==> config.mk <==
export PLATFORM = sky130hd
export DESIGN_NAME = mesh_vertex_and_face_index_decoder_flat
export DESIGN_NICKNAME = d
export VERILOG_FILES = /design/src/sv/mvfi_pkg.sv /design/src/sv/mvfi_in_if.sv /design/src/sv/mvfi_out_if.sv /design/src/sv/mvfi_front.sv /design/src/sv/mvfi_queue.sv /design/src/sv/mvfi_back.sv /design/src/sv/mesh_vertex_and_face_index_decoder.sv /design/src/flat_wrapper.sv
export SDC_FILE = /design/constraint.sdc
export NUM_CORES = 2
export LEC_CHECK = 0
export BUFFER_PORTS_ARGS = -buffer_cell sky130_fd_sc_hd__buf_2
export CELL_PAD_IN_SITES_DETAIL_PLACEMENT = 1
export CELL_PAD_IN_SITES_GLOBAL_PLACEMENT = 1
export CORE_UTILIZATION = 50
export CTS_BUF_LIST = sky130_fd_sc_hd__clkbuf_8
export DETAILED_ROUTE_END_ITERATION = 12
export MAX_ROUTING_LAYER = met4
export PLACE_DENSITY_LB_ADDON = 0.1
export SLEW_MARGIN = 20
export SYNTH_ARGS = -nofsm -noshare
export SYNTH_HDL_FRONTEND = slang
export SYNTH_HIERARCHICAL = 1
export SYNTH_SLANG_ARGS = --single-unit
==> constraint.sdc <==
create_clock -name clk -period 7.7 [get_ports clk]
set_clock_uncertainty 0.1 [all_clocks]
set_input_delay 0.385 -clock clk [delete_from_list [all_inputs] [get_ports clk]]
set_output_delay 0.385 -clock clk [all_outputs]
set_load 0.03 [all_outputs]
==> src/sv/mvfi_pkg.sv <==
`timescale 1ns / 1ps
// ----------------------------------------------------------------------------
// Mesh index decoder package
// Shared widths, strip codes, command format and delta decoding.
// ----------------------------------------------------------------------------
package mvfi_pkg;

  localparam int CoordW    = 32;
  localparam int DeltaW    = 18;
  localparam int FifoDepth = 2;
  localparam int FifoPtrW  = $clog2(FifoDepth);

  localparam int SmallBias = 64;
  localparam int SmartBias = 'hC000;

  localparam logic [7:0] CODE_FULL    = 8'd1;
  localparam logic [7:0] CODE_SHARE_B = 8'd2;
  localparam logic [7:0] CODE_SHARE_A = 8'd3;
  localparam logic [7:0] CODE_SWAP    = 8'd4;

  localparam logic KIND_VERTEX = 1'b0;
  localparam logic KIND_FACE   = 1'b1;

  localparam logic STATUS_OK       = 1'b0;
  localparam logic STATUS_BAD_CODE = 1'b1;

  typedef logic signed [CoordW-1:0] coord_t;
  typedef logic signed [DeltaW-1:0] delta_t;

  typedef enum logic [2:0] {
    OP_VERTEX,
    OP_FULL,
    OP_SHARE_B,
    OP_SHARE_A,
    OP_SWAP,
    OP_BAD
  } op_t;

  // vertex: p0..p2 are the three deltas; face: p0..p2 are running delta sums
  typedef struct packed {
    logic       first;
    op_t        op;
    logic [2:0] axis;
    delta_t     p0;
    delta_t     p1;
    delta_t     p2;
  } cmd_t;

  function automatic delta_t smart_delta(logic [7:0] lead, logic [7:0] tail);
    delta_t r;
    if (!lead[7]) begin
      r = delta_t'(lead) - delta_t'(SmallBias);
    end else begin
      r = delta_t'({lead, tail}) - delta_t'(SmartBias);
    end
    return r;
  endfunction

  function automatic coord_t widen(delta_t d);
    return {{(CoordW-DeltaW){d[DeltaW-1]}}, d};
  endfunction

endpackage

==> src/sv/mvfi_in_if.sv <==
`timescale 1ns / 1ps
// ----------------------------------------------------------------------------
// Mesh index decoder input channel
// Valid/ready channel carrying one encoded vertex or face item.
// ----------------------------------------------------------------------------
interface mvfi_in_if;
  logic       valid;
  logic       ready;
  logic       req_type;
  logic       first_of_model;
  logic [7:0] code;
  logic [7:0] d0_first;
  logic [7:0] d0_second;
  logic [7:0] d1_first;
  logic [7:0] d1_second;
  logic [7:0] d2_first;
  logic [7:0] d2_second;

  modport source (
    output valid, req_type, first_of_model, code,
    output d0_first, d0_second, d1_first, d1_second, d2_first, d2_second,
    input  ready
  );

  modport sink (
    input  valid, req_type, first_of_model, code,
    input  d0_first, d0_second, d1_first, d1_second, d2_first, d2_second,
    output ready
  );
endinterface

==> src/sv/mvfi_out_if.sv <==
`timescale 1ns / 1ps
// ----------------------------------------------------------------------------
// Mesh index decoder output channel
// Valid/ready channel carrying decoded coordinates or face indices.
// ----------------------------------------------------------------------------
interface mvfi_out_if;
  logic               valid;
  logic               ready;
  logic               kind;
  logic               status;
  logic signed [31:0] out_first;
  logic signed [31:0] out_second;
  logic signed [31:0] out_third;

  modport source (
    output valid, kind, status, out_first, out_second, out_third,
    input  ready
  );

  modport sink (
    input  valid, kind, status, out_first, out_second, out_third,
    output ready
  );
endinterface

==> src/sv/mvfi_front.sv <==
`timescale 1ns / 1ps
// ----------------------------------------------------------------------------
// Mesh index decoder front end
// Accepts items, decodes smart deltas and classifies the operation.
// ----------------------------------------------------------------------------
module mvfi_front
  import mvfi_pkg::*;
(
  mvfi_in_if.sink item,
  input  logic    full,
  output logic    push,
  output cmd_t    push_data
);

  delta_t d0;
  delta_t d1;
  delta_t d2;

  assign item.ready = !full;
  assign push       = item.valid && !full;

  assign d0 = smart_delta(item.d0_first, item.d0_second);
  assign d1 = smart_delta(item.d1_first, item.d1_second);
  assign d2 = smart_delta(item.d2_first, item.d2_second);

  always_comb begin
    push_data.first = item.first_of_model;
    push_data.axis  = item.code[2:0];
    push_data.op    = OP_BAD;
    push_data.p0    = d0;
    push_data.p1    = d1;
    push_data.p2    = d2;
    if (item.req_type == KIND_VERTEX) begin
      push_data.op = OP_VERTEX;
    end else begin
      // prefix sums keep the face adds parallel in the back end
      push_data.p1 = d0 + d1;
      push_data.p2 = d0 + d1 + d2;
      unique case (item.code)
        CODE_FULL:    push_data.op = OP_FULL;
        CODE_SHARE_B: push_data.op = OP_SHARE_B;
        CODE_SHARE_A: push_data.op = OP_SHARE_A;
        CODE_SWAP:    push_data.op = OP_SWAP;
        default:      push_data.op = OP_BAD;
      endcase
    end
  end

endmodule

==> src/sv/mvfi_queue.sv <==
`timescale 1ns / 1ps
// ----------------------------------------------------------------------------
// Mesh index decoder command queue
// Two-entry queue between the front and back ends.
// ----------------------------------------------------------------------------
module mvfi_queue
  import mvfi_pkg::*;
(
  input  logic clk,
  input  logic rst,
  input  logic push,
  input  cmd_t push_data,
  output logic full,
  input  logic pop,
  output logic pop_valid,
  output cmd_t pop_data
);

  cmd_t                entries [FifoDepth];
  logic [FifoPtrW-1:0] wr_ptr;
  logic [FifoPtrW-1:0] rd_ptr;
  logic [FifoPtrW:0]   count;

  assign full      = (count == (FifoPtrW+1)'(FifoDepth));
  assign pop_valid = (count != '0);
  assign pop_data  = entries[rd_ptr];

  always_ff @(posedge clk) begin
    if (push) begin
      entries[wr_ptr] <= push_data;
    end
  end

  always_ff @(posedge clk) begin
    if (rst) begin
      wr_ptr <= '0;
      rd_ptr <= '0;
      count  <= '0;
    end else begin
      if (push) begin
        wr_ptr <= wr_ptr + 1'b1;
      end
      if (pop) begin
        rd_ptr <= rd_ptr + 1'b1;
      end
      count <= count + (FifoPtrW+1)'(push) - (FifoPtrW+1)'(pop);
    end
  end

  a_no_overflow: assert property (@(posedge clk) disable iff (rst) !(push && full))
    else $error("push into full queue");
  a_no_underflow: assert property (@(posedge clk) disable iff (rst) !(pop && !pop_valid))
    else $error("pop from empty queue");

endmodule

==> src/sv/mvfi_back.sv <==
`timescale 1ns / 1ps
// ----------------------------------------------------------------------------
// Mesh index decoder back end
// Holds running coordinates and indices, executes commands, registers results.
// ----------------------------------------------------------------------------
module mvfi_back
  import mvfi_pkg::*;
(
  input  logic        clk,
  input  logic        rst,
  input  logic        pop_valid,
  input  cmd_t        pop_data,
  output logic        pop,
  mvfi_out_if.source  result
);

  coord_t prev_x, prev_y, prev_z;
  coord_t index_a, index_b, index_c, last_index;

  coord_t base_x, base_y, base_z, base_a, base_b, base_c, base_last;
  coord_t prev_x_next, prev_y_next, prev_z_next;
  coord_t index_a_next, index_b_next, index_c_next, last_index_next;

  logic   res_valid;
  logic   res_kind;
  logic   res_status;
  coord_t res_first, res_second, res_third;

  logic   kind_next;
  logic   status_next;
  coord_t first_next, second_next, third_next;

  assign pop = pop_valid && (!res_valid || result.ready);

  always_comb begin
    base_x    = pop_data.first ? '0 : prev_x;
    base_y    = pop_data.first ? '0 : prev_y;
    base_z    = pop_data.first ? '0 : prev_z;
    base_a    = pop_data.first ? '0 : index_a;
    base_b    = pop_data.first ? '0 : index_b;
    base_c    = pop_data.first ? '0 : index_c;
    base_last = pop_data.first ? '0 : last_index;

    prev_x_next  = base_x;
    prev_y_next  = base_y;
    prev_z_next  = base_z;
    index_a_next = base_a;
    index_b_next = base_b;
    index_c_next = base_c;
    kind_next    = KIND_FACE;
    status_next  = STATUS_OK;

    unique case (pop_data.op)
      OP_VERTEX: begin
        kind_next   = KIND_VERTEX;
        prev_x_next = base_x + (pop_data.axis[0] ? widen(pop_data.p0) : '0);
        prev_y_next = base_y + (pop_data.axis[1] ? widen(pop_data.p1) : '0);
        prev_z_next = base_z + (pop_data.axis[2] ? widen(pop_data.p2) : '0);
      end
      OP_FULL: begin
        index_a_next = base_last + widen(pop_data.p0);
        index_b_next = base_last + widen(pop_data.p1);
        index_c_next = base_last + widen(pop_data.p2);
      end
      OP_SHARE_B: begin
        index_b_next = base_c;
        index_c_next = base_last + widen(pop_data.p0);
      end
      OP_SHARE_A: begin
        index_a_next = base_c;
        index_c_next = base_last + widen(pop_data.p0);
      end
      OP_SWAP: begin
        index_a_next = base_b;
        index_b_next = base_a;
        index_c_next = base_last + widen(pop_data.p0);
      end
      default: begin
        status_next = STATUS_BAD_CODE;
      end
    endcase

    last_index_next = (status_next == STATUS_BAD_CODE) ? base_last : index_c_next;

    if (kind_next == KIND_VERTEX) begin
      first_next  = prev_x_next;
      second_next = prev_y_next;
      third_next  = prev_z_next;
    end else if (status_next == STATUS_BAD_CODE) begin
      first_next  = '0;
      second_next = '0;
      third_next  = '0;
    end else begin
      first_next  = index_a_next;
      second_next = index_b_next;
      third_next  = index_c_next;
    end
  end

  always_ff @(posedge clk) begin
    if (rst) begin
      prev_x     <= '0;
      prev_y     <= '0;
      prev_z     <= '0;
      index_a    <= '0;
      index_b    <= '0;
      index_c    <= '0;
      last_index <= '0;
      res_valid  <= 1'b0;
    end else begin
      if (pop) begin
        prev_x     <= prev_x_next;
        prev_y     <= prev_y_next;
        prev_z     <= prev_z_next;
        index_a    <= index_a_next;
        index_b    <= index_b_next;
        index_c    <= index_c_next;
        last_index <= last_index_next;
        res_valid  <= 1'b1;
      end else if (result.ready) begin
        res_valid  <= 1'b0;
      end
    end
  end

  always_ff @(posedge clk) begin
    if (pop) begin
      res_kind   <= kind_next;
      res_status <= status_next;
      res_first  <= first_next;
      res_second <= second_next;
      res_third  <= third_next;
    end
  end

  assign result.valid      = res_valid;
  assign result.kind       = res_kind;
  assign result.status     = res_status;
  assign result.out_first  = res_first;
  assign result.out_second = res_second;
  assign result.out_third  = res_third;

  a_last_tracks_c: assert property (@(posedge clk) disable iff (rst)
    last_index == index_c)
    else $error("last index diverged from index c");
  a_pop_fills: assert property (@(posedge clk) disable iff (rst)
    pop |=> res_valid)
    else $error("popped item produced no result");
  a_bad_is_face: assert property (@(posedge clk) disable iff (rst)
    res_valid && (res_status == STATUS_BAD_CODE) |->
      (res_kind == KIND_FACE) && (res_first == '0) && (res_second == '0)
      && (res_third == '0))
    else $error("bad code result malformed");
  a_bad_keeps_state: assert property (@(posedge clk) disable iff (rst)
    pop && (pop_data.op == OP_BAD) && !pop_data.first |=>
      $stable(index_a) && $stable(index_b) && $stable(index_c)
      && $stable(prev_x))
    else $error("bad code changed state");

endmodule

==> src/sv/mesh_vertex_and_face_index_decoder.sv <==
`timescale 1ns / 1ps
// ----------------------------------------------------------------------------
// Mesh vertex and face index decoder
// Decodes delta-coded vertex coordinates and triangle strip indices.
// ----------------------------------------------------------------------------
// Usage:
//   item   - valid/ready input; one encoded vertex or face item per transfer.
//   result - valid/ready output; exactly one result per item, in order.
//   An item is accepted whenever the two-entry command queue has room, so
//   ready stays high while results are being taken.
//   Path: an accepted item is written into the command queue, and the back
//   end then executes it into the output register once that register is
//   empty or being read (result.ready high).
//   Throughput: one item per cycle while result.ready is high, set by the
//   single back-end execute stage owning running coordinates and indices.
//   Reset (rst, synchronous): clears all running state, empties the queue
//   and drops any pending result.
//   Stall: while result.ready is low the output register holds; the queue
//   absorbs up to two more items, then item.ready falls.
// ----------------------------------------------------------------------------
module mesh_vertex_and_face_index_decoder
  import mvfi_pkg::*;
(
  input  logic       clk,
  input  logic       rst,
  mvfi_in_if.sink    item,
  mvfi_out_if.source result
);

  logic push;
  cmd_t push_data;
  logic full;
  logic pop;
  logic pop_valid;
  cmd_t pop_data;

  mvfi_front u_front (
    .item      (item),
    .full      (full),
    .push      (push),
    .push_data (push_data)
  );

  mvfi_queue u_queue (
    .clk       (clk),
    .rst       (rst),
    .push      (push),
    .push_data (push_data),
    .full      (full),
    .pop       (pop),
    .pop_valid (pop_valid),
    .pop_data  (pop_data)
  );

  mvfi_back u_back (
    .clk       (clk),
    .rst       (rst),
    .pop_valid (pop_valid),
    .pop_data  (pop_data),
    .pop       (pop),
    .result    (result)
  );

endmodule

==> src/flat_wrapper.sv <==
// flat-port wrapper written by rule: the top's interface ports become plain ports
module mesh_vertex_and_face_index_decoder_flat import mvfi_pkg::*;
  (clk, rst, item_valid, item_req_type, item_first_of_model, item_code, item_d0_first, item_d0_second, item_d1_first, item_d1_second, item_d2_first, item_d2_second, item_ready, result_valid, result_kind, result_status, result_out_first, result_out_second, result_out_third, result_ready);
  mvfi_in_if item_i ();
  mvfi_out_if result_i ();
  input  logic clk;
  input  logic rst;
  input wire logic [$bits(item_i.valid)-1:0] item_valid;
  input wire logic [$bits(item_i.req_type)-1:0] item_req_type;
  input wire logic [$bits(item_i.first_of_model)-1:0] item_first_of_model;
  input wire logic [$bits(item_i.code)-1:0] item_code;
  input wire logic [$bits(item_i.d0_first)-1:0] item_d0_first;
  input wire logic [$bits(item_i.d0_second)-1:0] item_d0_second;
  input wire logic [$bits(item_i.d1_first)-1:0] item_d1_first;
  input wire logic [$bits(item_i.d1_second)-1:0] item_d1_second;
  input wire logic [$bits(item_i.d2_first)-1:0] item_d2_first;
  input wire logic [$bits(item_i.d2_second)-1:0] item_d2_second;
  output wire logic [$bits(item_i.ready)-1:0] item_ready;
  output wire logic [$bits(result_i.valid)-1:0] result_valid;
  output wire logic [$bits(result_i.kind)-1:0] result_kind;
  output wire logic [$bits(result_i.status)-1:0] result_status;
  output wire logic [$bits(result_i.out_first)-1:0] result_out_first;
  output wire logic [$bits(result_i.out_second)-1:0] result_out_second;
  output wire logic [$bits(result_i.out_third)-1:0] result_out_third;
  input wire logic [$bits(result_i.ready)-1:0] result_ready;
  assign item_i.valid = item_valid;
  assign item_i.req_type = item_req_type;
  assign item_i.first_of_model = item_first_of_model;
  assign item_i.code = item_code;
  assign item_i.d0_first = item_d0_first;
  assign item_i.d0_second = item_d0_second;
  assign item_i.d1_first = item_d1_first;
  assign item_i.d1_second = item_d1_second;
  assign item_i.d2_first = item_d2_first;
  assign item_i.d2_second = item_d2_second;
  assign item_ready = item_i.ready;
  assign result_valid = result_i.valid;
  assign result_kind = result_i.kind;
  assign result_status = result_i.status;
  assign result_out_first = result_i.out_first;
  assign result_out_second = result_i.out_second;
  assign result_out_third = result_i.out_third;
  assign result_i.ready = result_ready;
  mesh_vertex_and_face_index_decoder u_core (.clk(clk), .rst(rst), .item(item_i), .result(result_i));
endmodule
## Word level (Yosys, flattened, before mapping)

Memories as Yosys holds them, arrays and structs flattened. A register that Yosys moved wholly into a read port is not among the register bits.
Index checks and enable logic that the tools add are counted.

| cells by class | value |
|---|---|
| $lt $le $gt $ge | 0 |
| shifts and indexed selects | 0 |
| eq/ne operators | 9 |
| $add $sub $neg | 18 |
| reductions and logical operators | 10 |
| bitwise operators | 0 |
| $mul | 0 |
| div/mod/pow operators | 0 |
| mux-type cells | 37 |

Operators by type and width:

| cell | number |
|---|---|
| 32-bit 2-to-1 mux | 20 |
| 32-bit case mux with 3 select lines | 2 |
| 32-bit by 18-bit adder with 32-bit output | 3 |
| 32-bit adder | 3 |
| 32-bit case mux with 2 select lines | 1 |
| 18-bit 2-to-1 mux | 3 |
| 16-bit by 16-bit subtractor with 17-bit output, second input constant | 3 |
| 18-bit adder | 2 |
| 36-bit 2-to-1 mux | 1 |
| 8-bit by 7-bit subtractor with 9-bit output, second input constant | 3 |
| 8-bit by 2-bit == test with 1-bit output, second input constant | 2 |
| 3-bit case mux with 4 select lines | 1 |
| 8-bit by 1-bit == test with 1-bit output, second input constant | 1 |
| 8-bit by 3-bit == test with 1-bit output, second input constant | 1 |
| 1-bit 2-to-1 mux | 8 |
| 3-bit by 2-bit == test with 1-bit output, second input constant | 2 |
| 5-bit OR reduction | 1 |
| 2-bit nonzero test | 2 |
| 3-bit by 1-bit == test with 1-bit output, second input constant | 1 |
| 3-bit == test, second input constant | 1 |
| 3-bit zero test | 1 |
| 3-bit 2-to-1 mux | 1 |
| 3-bit OR reduction | 1 |
| 1-bit adder, second input constant | 2 |
| 6 further kinds | 8 |

| word-level totals | value |
|---|---|
| bits in read-only memories | 0 |
| logic and storage cells | 91 |
| memories kept | 1 |
| flip-flop bits (word level) | 327 |
| bits of input ports | 62 |
| output and inout bits | 100 |
| latch bits | 0 |
| memory bits (writable) | 122 |

Memory list:

| name | words | width | rd ports | clocked after memory_dff | write ports | line | text |
|---|---|---|---|---|---|---|---|
| u_core.u_queue.entries | 2 | 61 | 1 | 1 | 1 | mvfi_queue.sv:19 | `cmd_t entries [FifoDepth];` |

## Longest topological paths before layout

| logic depth | value |
|---|---|
| depth in word-level cells | 5 |
| gate-level depth with buffers | 30 |
| gate-level depth less buffers | 21 |

## By module

Netlist, hierarchy kept.

By module, submodules not included:

| module | seq. area each (um2) | area an instance (um2) | times used | cells each |
|---|---|---|---|---|
| mvfi_back | 7447.1 | 27652.8 | 1 | 3621 |
| mvfi_queue | 3763.6 | 4926.0 | 1 | 211 |
| mvfi_front | 0.0 | 2565.0 | 1 | 348 |

## Least setup slack after synthesis

No wires, ideal clock.

| timing path | value |
|---|---|
| path kind | flip-flop to flip-flop |
| start | reg with a tool-made name |
| end | reg u_core.u_back.index_b[20] |
| slack | 1756 ps |
| clock period less this slack | 5944 ps |
| arrival time | 5551 ps |
| cell stages (with the launch flop) | 30 |
| cells stage by stage | dfxtp_1 > buf_6 > buf_12 > mux2_4 > buf_4 > buf_6 > buf_6 > buf_6 > buf_4 > buf_2 > buf_2 > buf_2 > buf_2 > buf_2 > buf_2 > clkbuf_1 > nor2b_1 > ha_1 > ha_1 > a21oi_1 > o41ai_4 > nor2_1 > a2111oi_4 > o2bb2ai_4 > nor4_1 > o31a_1 > mux2i_1 > xnor2_1 > a221oi_1 > a21oi_1 |

RTL lines:

| item | line | text |
|---|---|---|
| end signal, assigned | mvfi_back.sv:116 | `index_b <= index_b_next;` |
| end, declared | mvfi_back.sv:18 | `coord_t index_a, index_b, index_c, last_index;` |

==> metrics.md <==
| Metric | Value |
|---|---|
| Run status | `finished clean` |
| Least-Margin Pin Slew | `1.30 ns` |
| Post-synthesis net count | `4398` |
| Slew Limit Headroom | `12.5%` |
| Maximum ir drop on the vdd rail | `roughly 0.30 mV` |
| Main combinational cell family by area after synthesis | `compound AO/OA/AOI/OAI gates` |
| Number of buffers created by CTS | `between 80 and 90` |
| Startpoint type of the worst setup path | `register` |
| Count of unresolved DRC violations after routing | `0` |
| Vertical die dimension | `approximately 270 um` |
| Fin Setup TNS | `0 ns` |
| Number of fill cells in the layout | `8287` |
| CTS tree | `built` |
| Number of DRC markers in iteration 0 | `3493` |
| Slack of the critical path | `1.92 ns` |
| Core Box Area | `69100 um2` |
| Placed insts | `4996` |
| Gr ovfl total | `0` |
| Dominant synthesized flop cell | `sky130_fd_sc_hd__dfxtp_1` |
| Die Outline Area | `71400 um2` |
| Share of async-settable or async-resettable flops after synthesis | `0%` |
| Footprint of the multi-input gates | `22100 um2` |
| Critical Path AT | `just over 6 ns` |
| Clock Path Buffers | `3` |
| Final worst-path cycle share | `75.1%` |
| Initial standard-cell utilization of the core | `50.9%` |
| Count of cells resized by post-cts repair | `0` |
| Overall track demand over capacity in global routing | `40.0%` |
| Placement Setup Slack | `~1.9 ns` |
| Share of cells above drive strength 1 | `11.8%` |
| Pin count of the biggest net entering global routing | `149` |
| Number of enable flip-flop cells after synthesis | `220` |
| Gp weighted congestion | `0.977` |
| Share of cell area taken by muxes after synthesis | `4.18%` |
| Yosys reg bits | `between 400 and 500` |
| Number of max-slew violations in the final report | `0` |
| Number of clock sinks seen by CTS | `450` |
| Top-Level Pins | `roughly 160` |
| Initial antenna violation count | `7` |
| Detailed Route WL | `between 100 and 150 mm` |
| Total Power | `14.9 mW` |
| Synth Area in Compound Gates | `a little over a quarter` |
| Post-synthesis share of cell area spent on xor and xnor gates | `7.12%` |
| Hold Buf Count CTS | `17` |
| DR pass1 iterations | `7` |
| Number of nets still failing antenna checks after routing | `0` |
| Global-route wire length before repair | `211 mm` |
| Cell breakdown of the critical path | `mux2_8 > inv_2 > nand2_1 > xnor2_1 > ha_1 > a21oi_1 > a2111oi_2 > nor3_1 > o32a_1 > o211ai_2 > nand2_1 > o221ai_1 > xnor2_1 > a2bb2oi_1 > o21ai_0` |
| Fraction of the mapped netlist area in adder cells | `6.03%` |
| Crit path time final | `5.78 ns` |
| Htree depth | `3` |
| Number of standard-cell rows in the floorplan | `96` |
| Max stage delay cell, worst path | `sky130_fd_sc_hd__mux2_8` |
| Sequential fraction of the synthesis area | `31.9%` |
| Number of nets in the final layout | `4386` |
| Yosys cell types | `110` |
| Via total after detailed routing | `34387` |
| Clock transition at path regs | `0.06 ns` |
| Delay of the slowest cell on the worst path | `a little under 0.7 ns` |
| Mean number of vias per cell | `roughly 6.6` |
| Required time at the worst-slack endpoint | `8.03 ns` |
| Worst setup path category | `reg -> reg` |
| Post-route non-filler standard cell count | `5177` |
| Number of warnings reported in the yosys synthesis log | `6` |
| Final Hold Violating Endpoints | `0` |
| Post-detailed-route wirelength per cell | `about 27 um` |
| Average instance area after synthesis | `8.41 um2` |
| Number of global-route vias before repair | `33566` |
| Setup crit end kind | `register` |
| Number of max-cap violations | `0` |
| Number of buffers added for setup after CTS | `0` |
| Clock root buffer | `sky130_fd_sc_hd__clkbuf_8` |
| Peak Freq | `around 0.17 GHz` |
| Worst hold margin | `0.0570 ns` |
| Combined area of all synthesized cells | `35100 um2` |
| Gate count of the mapped netlist | `~4200` |
| Kind of path behind the tightest hold check | `in -> reg` |
| Worst-path maximum fanout | `99` |
| Cell area after placement | `approximately 36000 um2` |
| Clock latency of the later-clocked register in the worst-skew pair | `0.73 ns` |
| Ratio of total power to cell area | `~400 nW/um2` |
| Share of the core filled with cells | `55.0%` |
| Simple-gate share of the synthesized area | `18.3%` |
| Number of I/O port buffers | `161` |
| Final-report setup violation count | `0` |
| Register cell area after layout | `11200 um2` |
| RSZ-0062 raised after global routing | `no` |
| Post-DP HPWL | `100 mm` |
| LEAKAGE | `around 15 nW` |
| Layout area overhead | `8.16%` |
| Post-route standard cell area excluding fillers | `38000 um2` |
| Die width | `267 um` |
## registers in the layout (all words and copies together) (netlist names), named ones only
signal,count
u_core/u_back/index_a,32
u_core/u_back/index_b,32
u_core/u_back/index_c,32
u_core/u_back/last_index,32
u_core/u_back/prev_x,32
u_core/u_back/prev_y,32
u_core/u_back/prev_z,32
u_core/u_back/result.kind,1
u_core/u_back/result.out_first,32
u_core/u_back/result.out_second,32
u_core/u_back/result.out_third,32
u_core/u_back/result.status,1
u_core/u_back/result.valid,1
u_core/u_queue/count,2
u_core/u_queue/entries,122
u_core/u_queue/rd_ptr,1
u_core/u_queue/wr_ptr,1
## worst paths after layout
check,startpoint,to,slack [ns],cells after the start
max,register,u_core/u_back/result.out_third[26],1.92,15
max reg2reg,register,u_core/u_back/result.out_third[26],1.92,15
min reg2reg,u_core/u_back/last_index[26],u_core/u_back/last_index[26],0.36,2
min,rst,u_core/u_queue/wr_ptr,0.06,2
## synth_stat cells (67+ instances only)
| library cell | n | area (um2) |
|---|---|---|
| sky130_fd_sc_hd__inv_1 | 95 | 357 |
| sky130_fd_sc_hd__nand3_1 | 83 | 415 |
| sky130_fd_sc_hd__clkbuf_1 | 229 | 860 |
| sky130_fd_sc_hd__nand2_1 | 333 | 1250 |
| sky130_fd_sc_hd__a22oi_1 | 100 | 751 |
| sky130_fd_sc_hd__ha_1 | 151 | 1890 |
| sky130_fd_sc_hd__nor2b_1 | 139 | 870 |
| sky130_fd_sc_hd__xor2_1 | 81 | 709 |
| sky130_fd_sc_hd__o21ai_0 | 291 | 1460 |
| sky130_fd_sc_hd__a21oi_1 | 298 | 1490 |
| sky130_fd_sc_hd__edfxtp_1 | 220 | 6610 |
| sky130_fd_sc_hd__a211oi_1 | 67 | 503 |
| sky130_fd_sc_hd__a31oi_1 | 70 | 438 |
| sky130_fd_sc_hd__dfxtp_1 | 230 | 4600 |
| sky130_fd_sc_hd__nor2_1 | 426 | 1600 |
| sky130_fd_sc_hd__a21o_1 | 103 | 773 |
| sky130_fd_sc_hd__and2_1 | 89 | 557 |
| sky130_fd_sc_hd__xnor2_1 | 197 | 1730 |
## layout make-up
class | instances | share of cell area (%)
repair buffers | 230 | 3.71
multi-input cells | 3303 | 58.2
flip-flops and latches | 450 | 29.5
inverters | 99 | 0.997
well taps | 931 | 3.06
diodes | 6 | 0.0395
clock buffers | 94 | 3.40
clock inverters | 64 | 1.05
## routing by layer
layer	track usage, %	vias up	wire, um
li1	-	15423	-
met1	49.3	17011	57900
met2	62.5	1520	64600
met3	5.83	433	10200
met4	22.9	0	9290
met5	-	-	0
## where the power goes
part | internal (mW) | switching (mW) | total (mW)
Combinational | 2.55 | 5.95 | 8.50
Sequential | 3.39 | 0.547 | 3.94
Clock | 1.26 | 1.15 | 2.42
Total | 7.21 | 7.65 | 14.9
## layout by cell type, fill, tap and decap left out, types with 83 or more instances in the layout
| cell type | count |
|---|---|
| sky130_fd_sc_hd__nor2_1 | 417 |
| sky130_fd_sc_hd__nand2_1 | 331 |
| sky130_fd_sc_hd__a21oi_1 | 298 |
| sky130_fd_sc_hd__o21ai_0 | 289 |
| sky130_fd_sc_hd__dfxtp_1 | 229 |
| sky130_fd_sc_hd__edfxtp_1 | 220 |
| sky130_fd_sc_hd__xnor2_1 | 197 |
| sky130_fd_sc_hd__buf_2 | 160 |
| sky130_fd_sc_hd__ha_1 | 151 |
| sky130_fd_sc_hd__nor2b_1 | 138 |
| sky130_fd_sc_hd__inv_1 | 128 |
| sky130_fd_sc_hd__a21o_1 | 103 |
| sky130_fd_sc_hd__a22oi_1 | 100 |
| sky130_fd_sc_hd__clkbuf_8 | 94 |
| sky130_fd_sc_hd__and2_1 | 88 |
| sky130_fd_sc_hd__nand3_1 | 83 |
## kinds of logic (layout without fill, tap and decap cells)
group | after synthesis | in the layout
AOI/OAI and AO/OA | 1417 | 1417
and+or+nand+nor | 1324 | 1324
DFF | 450 | 450
buffers and inverters | 427 | 487
xor gates and xnor gates | 281 | 281
adders and majority gates | 169 | 169
muxes | 112 | 112
other | 0 | 6
## worst max-delay path: cells and delay by family (launching register included)
family	cells	cell delay (ns)
AO/OA/AOI/OAI	7	2.46
multiplexers	1	0.69
AND/OR/NAND/NOR	3	0.63
flip-flops	1	0.52
XOR/XNOR	2	0.44
buffers and inverters	1	0.35
adder cells (fa/ha/maj)	1	0.26
Power figures use the tool's default switching activity.
